==> src/hdl/directional_diff_score_macros.svh <==
// ----------------------------------------------------------------------------
// directional_diff_score_macros
// Assertion macros for the directional score block. They expand to nothing
// when SYNTHESIS is defined.
// ----------------------------------------------------------------------------
`ifndef DIRECTIONAL_DIFF_SCORE_MACROS_SVH
`define DIRECTIONAL_DIFF_SCORE_MACROS_SVH
`ifndef SYNTHESIS
// Check a condition that must hold at every clock edge outside reset
`define DDS_ASSERT(label, prop) \
	label: assert property (@(posedge clk) disable iff (!arst_n) (prop)) \
		else $error("dds: invariant violated");
// Check that the consequent holds in the same cycle as the antecedent
`define DDS_IMPLIES(label, ante, cons) \
	label: assert property (@(posedge clk) disable iff (!arst_n) (ante) |-> (cons)) \
		else $error("dds: same-cycle implication violated");
// Check that the consequent holds in the cycle after the antecedent
`define DDS_NEXT(label, ante, cons) \
	label: assert property (@(posedge clk) disable iff (!arst_n) (ante) |=> (cons)) \
		else $error("dds: next-cycle implication violated");
`else
`define DDS_ASSERT(label, prop)
`define DDS_IMPLIES(label, ante, cons)
`define DDS_NEXT(label, ante, cons)
`endif
`endif

==> src/hdl/dds_pkg.sv <==
// ----------------------------------------------------------------------------
// dds_pkg
// Shared sizes, types and codes of the directional difference score block.
// ----------------------------------------------------------------------------
`timescale 1ns / 1ps

package dds_pkg;

	localparam int MAX_COLS    = 1024;
	localparam int MAX_LINES   = 1024;
	localparam int SAMPLE_BITS = 16;
	localparam int COL_BITS    = $clog2(MAX_COLS);
	localparam int LINE_BITS   = $clog2(MAX_LINES);
	localparam int SIZE_BITS   = 11;
	localparam int SCORE_BITS  = 18;
	localparam int DIR_BITS    = 3;
	localparam int MIN_SIZE    = 3;
	localparam int BORDER      = 2;

	typedef logic [SAMPLE_BITS-1:0] sample_t;
	typedef logic [DIR_BITS-1:0]    dir_t;
	typedef logic [SIZE_BITS-1:0]   size_t;
	typedef logic signed [SCORE_BITS-1:0] score_t;

	// Direction codes
	localparam dir_t DIR_NONE    = 3'd0;
	localparam dir_t DIR_DIAG_PL = 3'd1;
	localparam dir_t DIR_VERT    = 3'd2;
	localparam dir_t DIR_DIAG_PR = 3'd3;
	localparam dir_t DIR_HORZ    = 3'd4;

	// Register indexes of the configuration port
	typedef enum logic [1:0] {
		REG_POLARITY,
		REG_PREF_DIR,
		REG_COLS,
		REG_LINES
	} reg_idx_t;

	// Two stored lines at one column
	typedef struct packed {
		sample_t top;
		sample_t mid;
	} line_pair_t;

	// One window column, top to bottom
	typedef struct packed {
		sample_t top;
		sample_t mid;
		sample_t cur;
	} column_t;

	// Score result for one interior pixel
	typedef struct packed {
		score_t score;
		dir_t   dir;
	} result_t;

endpackage

==> src/hdl/dds_score.sv <==
// ----------------------------------------------------------------------------
// dds_score
// 3x3 window columns and the direction pick and score of its center pixel.
// ----------------------------------------------------------------------------
`timescale 1ns / 1ps

module dds_score (
	input  logic                clk,
	input  logic                shift_en,
	input  dds_pkg::column_t    col_in,
	input  dds_pkg::dir_t       pref_dir,
	output dds_pkg::result_t    result
);
	import dds_pkg::*;

	// older_q is the left column, newer_q the middle one; col_in is the right
	column_t older_q;
	column_t newer_q;

	sample_t center;
	sample_t cand [4];
	sample_t best;
	dir_t    pick;
	dir_t    dir_prev;
	dir_t    dir_next;
	score_t  center_ext;

	// Shift the window one column left
	always_ff @(posedge clk) begin
		if (shift_en) begin
			older_q <= newer_q;
			newer_q <= col_in;
		end
	end

	// Pair minimums of the four candidate directions
	always_comb begin
		center  = newer_q.mid;
		cand[0] = (older_q.top < col_in.cur) ? older_q.top : col_in.cur;
		cand[1] = (newer_q.top < newer_q.cur) ? newer_q.top : newer_q.cur;
		cand[2] = (col_in.top < older_q.cur) ? col_in.top : older_q.cur;
		cand[3] = (older_q.mid < col_in.mid) ? older_q.mid : col_in.mid;
	end

	// Pick the first strictly greatest candidate above zero; no direction when the center is zero
	always_comb begin
		best = '0;
		pick = DIR_NONE;
		for (int i = 0; i < 4; i++) begin
			if (cand[i] > best) begin
				best = cand[i];
				pick = DIR_BITS'(i + 1);
			end
		end
		if (center == '0) begin
			pick = DIR_NONE;
		end
	end

	// Weight the center by how the pick relates to the preferred direction
	always_comb begin
		dir_prev   = (pref_dir < DIR_VERT) ? DIR_HORZ : pref_dir - DIR_BITS'(1);
		dir_next   = (pref_dir >= DIR_HORZ) ? DIR_DIAG_PL : pref_dir + DIR_BITS'(1);
		center_ext = score_t'(center);
		result.dir = pick;
		if (pick == DIR_NONE) begin
			result.score = '0;
		end else if (pick == pref_dir) begin
			result.score = (center_ext <<< 1) + center_ext;
		end else if ((pick == dir_prev) || (pick == dir_next)) begin
			result.score = center_ext;
		end else begin
			result.score = -center_ext;
		end
	end

endmodule

==> config.mk <==
export PLATFORM = sky130hd
export DESIGN_NAME = dds_score
export DESIGN_NICKNAME = d
export VERILOG_FILES = /design/src/hdl/directional_diff_score_macros.svh /design/src/hdl/dds_pkg.sv /design/src/hdl/dds_score.sv
export SDC_FILE = /design/constraint.sdc
export NUM_CORES = 1
export LEC_CHECK = 0
export ABC_AREA = 1
export BUFFER_PORTS_ARGS = -buffer_cell sky130_fd_sc_hd__buf_2
export CAP_MARGIN = 10
export CORE_MARGIN = 2
export CORE_UTILIZATION = 31
export DETAILED_ROUTE_END_ITERATION = 10
export HOLD_SLACK_MARGIN = 0.1
export PLACE_DENSITY_LB_ADDON = 0.05
export RECOVER_POWER = 50
export SYNTH_ARGS = -nofsm -noshare
export SYNTH_HDL_FRONTEND = slang
export SYNTH_SLANG_ARGS = --single-unit
export TNS_END_PERCENT = 20
==> constraint.sdc <==
create_clock -name clk -period 8.6 [get_ports clk]
set_clock_uncertainty 0.15 [all_clocks]
set_input_delay 0.43 -clock clk [delete_from_list [all_inputs] [get_ports clk]]
set_output_delay 0.43 -clock clk [all_outputs]
set_load 0.1 [all_outputs]
# Yosys cells after proc, flatten, opt, wreduce, memory -nomap -nowiden
# Index checks and enable logic that the tools add are counted.
[word_totals]
wordCells = 43
out_inout_bits = 21
regBits = 96
inputBits = 53
[op_classes]
eq_ne = 3
n_mux = 17
magnitude_cmp = 10
reduce_logical = 3
add_sub_neg = 4
[ops]
columns = ["cell", "n"]
rows = [
  ["$mux 16", 7],
  ["$lt 16x16->1", 4],
  ["$mux 18", 3],
  ["$gt 16x16->1", 3],
  ["$add 17x16->18", 1],
  ["$mux 3", 6],
  ["$neg 16->18", 1],
  ["$gt 16x1->1 const B", 1],
  ["$logic_not 16->1", 1],
  ["$eq 3x3->1", 3],
  ["$add 3x1->3 const B", 1],
  ["$ge 3x3->1 const B", 1],
  ["$logic_not 3->1", 1],
  ["$lt 3x2->1 const B", 1],
  ["$sub 3x1->3 const B", 1],
  ["$logic_or 1x1->1", 1],
  ["$mux 1", 1],
]

# Longest topological paths before layout
[logic_depth]
depth_word = 16
depth_mapped = 58
ltp_nobuf = 54

# Least setup slack after synthesis
# No wires, ideal clock.
[synth_timing]
kind = "register to output"
from = "register newer_q[47] in the netlist's numbering"
to = "output port result[19] in the netlist's numbering"
path_stages_with_launch = 44
slack_ns = -0.768
t_arrival_ns = 8.788
path_buffers = 5
path_cell_list = "edfxtp_1 ha_1 nand2_1 nor4_1 o21ai_0 o2111ai_1 clkbuf_1 nor2_1 a21oi_1 ha_1 a21oi_1 o21a_1 o221a_2 nand2_1 nand2_1 clkbuf_1 inv_1 clkbuf_1 [... 8 more ...] o21ai_0 ha_1 nand2_1 o21ai_0 nand2_1 o211ai_1 nand2_1 nand3_1 nand2_1 nor2_2 xor2_1 o21ai_1 a21oi_2 nand3_2 buf_6 nor2_2 nand2_1 a21oi_1"
[synth_rtl]
columns = ["element", "line_no", "text"]
rows = [
  ["start: declaration", "dds_score.sv:18", "column_t newer_q;"],
  ["start signal: assignment", "dds_score.sv:32", "newer_q <= col_in;"],
  ["end: declaration", "dds_score.sv:12", "output dds_pkg::result_t result"],
]

==> qor.yml <==
nets: 1347
end_kind: "output port"
drc: 0
synth_area_um2: 8428
syn_to_final_growth_pct: 26.72
placementRows: 60
setup-tns-final_ps: 0
status: "finished, final reports clean"
slowest_stage: "edfxtp_1"
cts_buffers: 9
first_pass_iters: 6
startpoint_type: "register"
slowest_delay_ps: 420
grt_max_degree: 53
hold_viol_final: 0
root_buffer: "clkbuf_16"
avgSynthCellArea_um2: 8.104
die_area_um2: 28520
clock_tree.htree_level_count: 3
cts_hold_buf: 0
drive_above_1_share: 0.1815
clock-sinks: 96
yosysWarnings: 0
synthFlopType: "edfxtp_1"
maxSlewViolCount: 0
initial_core_util: 0.3145
holdCritPathClass: "input pin to register"
clk_latency_ps: 350
antenna_found_initial: 0
grt_pass1_wl_mm: 34.13
gr-total-overflow: 0
r2r-start: "newer_q[46]"
synth_area_leaders: "edfxtp_1 34%, ha_1 21%, nand2_1 8.1%, inv_1 7.5%, a21oi_1 6.2%"
grt_util_all_layers: 0.1525
io_buffer_count: 73
synth.most_common_cell: "nand2_1"
clockBufferDepth: 2
routed_wirelength_mm: 22.60
yosys_register_bits: 96
min-delay-start: "col_in[30]"
rsz0062_at_grt: "yes"
fin_cells: 1498
globalplace.congestion: 0.7797
wl_per_cell_um: 15.08
fp.dieW_um: 168.9
worstRegToRegCells: 2
setup_violations: 0
async_flop_share: 0
viasPerCell: 4.620
io_pins: 74
cpMostUsedCell: "nand2_1"
synth_top_area_cell: "edfxtp_1"
n_fill_cell: 2752
vias: 6921
timing.fmax_ghz: 0.1204
synth.net_count: 1235
fin_crit_ps: 8304
first_global_vias: 6584
max_cap_violations: 0
core_area_um2: 26800
dp.cells: 1452
synth_cell_types: 37
path_clk_slew_ps: 70
n_antenna_cell: 0
die_y_um: 168.9
hold_path_depth: 1
drt_iter0_drc: 324
cts_tree: "done"
crit_arrival_ps: 7720
worst_pin_slew_ps: 948.2
ant_nets: 0
synth_top_area_share: 0.3420
timing.final.crit_share: 0.9656
synth_edf_count: 96
hold_slack_ps: 120.7
post-dp-hpwl_mm: 17.39
crit_type: "register to output port"
critPathMaxFanout: 13
ys_seq_area_frac: 0.3420
relSlewSlack: 0.3678
netlist_top_cells_count: "182 x nand2_1, 169 x inv_1, 141 x ha_1"
syn_inst: 1040
crit_path_start: "newer_q[1]"
worst_ep_required_time_ps: 8020
[layout by cell type, fill, tap and decap left out, types with 10 or more instances in the layout]
cell type  count
o21ai_1       23
nor2_1        69
xor2_1        24
o21ai_0       45
a21oi_1       90
nand2_1      166
nand4_1       26
nor2_2        20
a21oi_2       13
nor2_4        10
inv_1        165
ha_1         136
nand2_2       15
buf_4         35
edfxtp_1      96
o21ai_2       15
nand3_1       33
clkbuf_16     15
clkbuf_1      47
buf_12        27
[state kept, by name (all words and copies together), names as in the netlist]
register  count
center       16
newer_q      32
older_q      48
[worst paths after layout]
path                       to  slack (ps)
setup reg to reg  older_q[46]        7480
hold / removal     center[14]         120
hold reg to reg   older_q[10]         300
setup / recovery   result[20]         300
[per-layer routing]
layer / wire [um] / vias to the layer above / part of all wire / global-route usage
met5: 0 / - / 0 / 0
met4: 399 / 0 / 0.018 / 0.04085
li1: - / 3722 / - / -
met3: 448 / 20 / 0.020 / 0.01800
met1: 10720 / 3094 / 0.47 / 0.2059
met2: 11030 / 85 / 0.49 / 0.2586
[critical path, delay by kind of cell, from the launching register on]
kind / cells / cell delay (ps)
buffers and inverters: 9 / 1470
AO/OA/AOI/OAI: 18 / 2730
AND/OR/NAND/NOR: 15 / 1560
adder cells (fa/ha/maj): 4 / 1170
flip-flops: 1 / 420
[layout make-up]
type | count | area [um2] | share of cell area
inverters | 172 | 663.1 | 0.06209
repair inverters | 2 | 16.27 | 0.001523
flip-flops and latches | 96 | 2883 | 0.2699
multi-input cells | 748 | 5225 | 0.4892
well taps | 341 | 426.7 | 0.03995
clock inverters | 6 | 41.29 | 0.003866
repair buffers | 123 | 1196 | 0.1120
clock buffers | 10 | 229.0 | 0.02144
[per-stage QoR]
stage	setup slack, ps	cell area, um2	util
2_1_floorplan	-199.6	8481	-
3_3_place_gp	-53.86	9662	0.3605
3_5_place_dp	-139.1	9662	0.3605
4_1_cts	5.670	9972	0.3721
5_1_grt	-183.5	10680	0.3985
6_report	296.2	10680	0.3985
[logic make-up (layout without fill, tap and decap cells)]
group,after synthesis,after routing,synth area share
AO/OA/AOI/OAI,211,211,0.1364
XOR/XNOR,30,30,0.03118
adder cells (fa/ha/maj),142,142,0.2117
buffers and inverters,196,313,0.09115
flip-flops,96,96,0.3420
AND/OR/NAND/NOR,365,365,0.1875
[what timing repair did]
item	in CTS	in global routing
gates cloned	0	11
pin swaps	1	41
endpoints found under the hold margin	0	0
buffers inserted	1	18
setup endpoints to repair	18	18
gates resized for setup	7	129
Power is not shown: default switching activity piles up to over one toggle a cycle in this logic, so the estimate is an artifact.
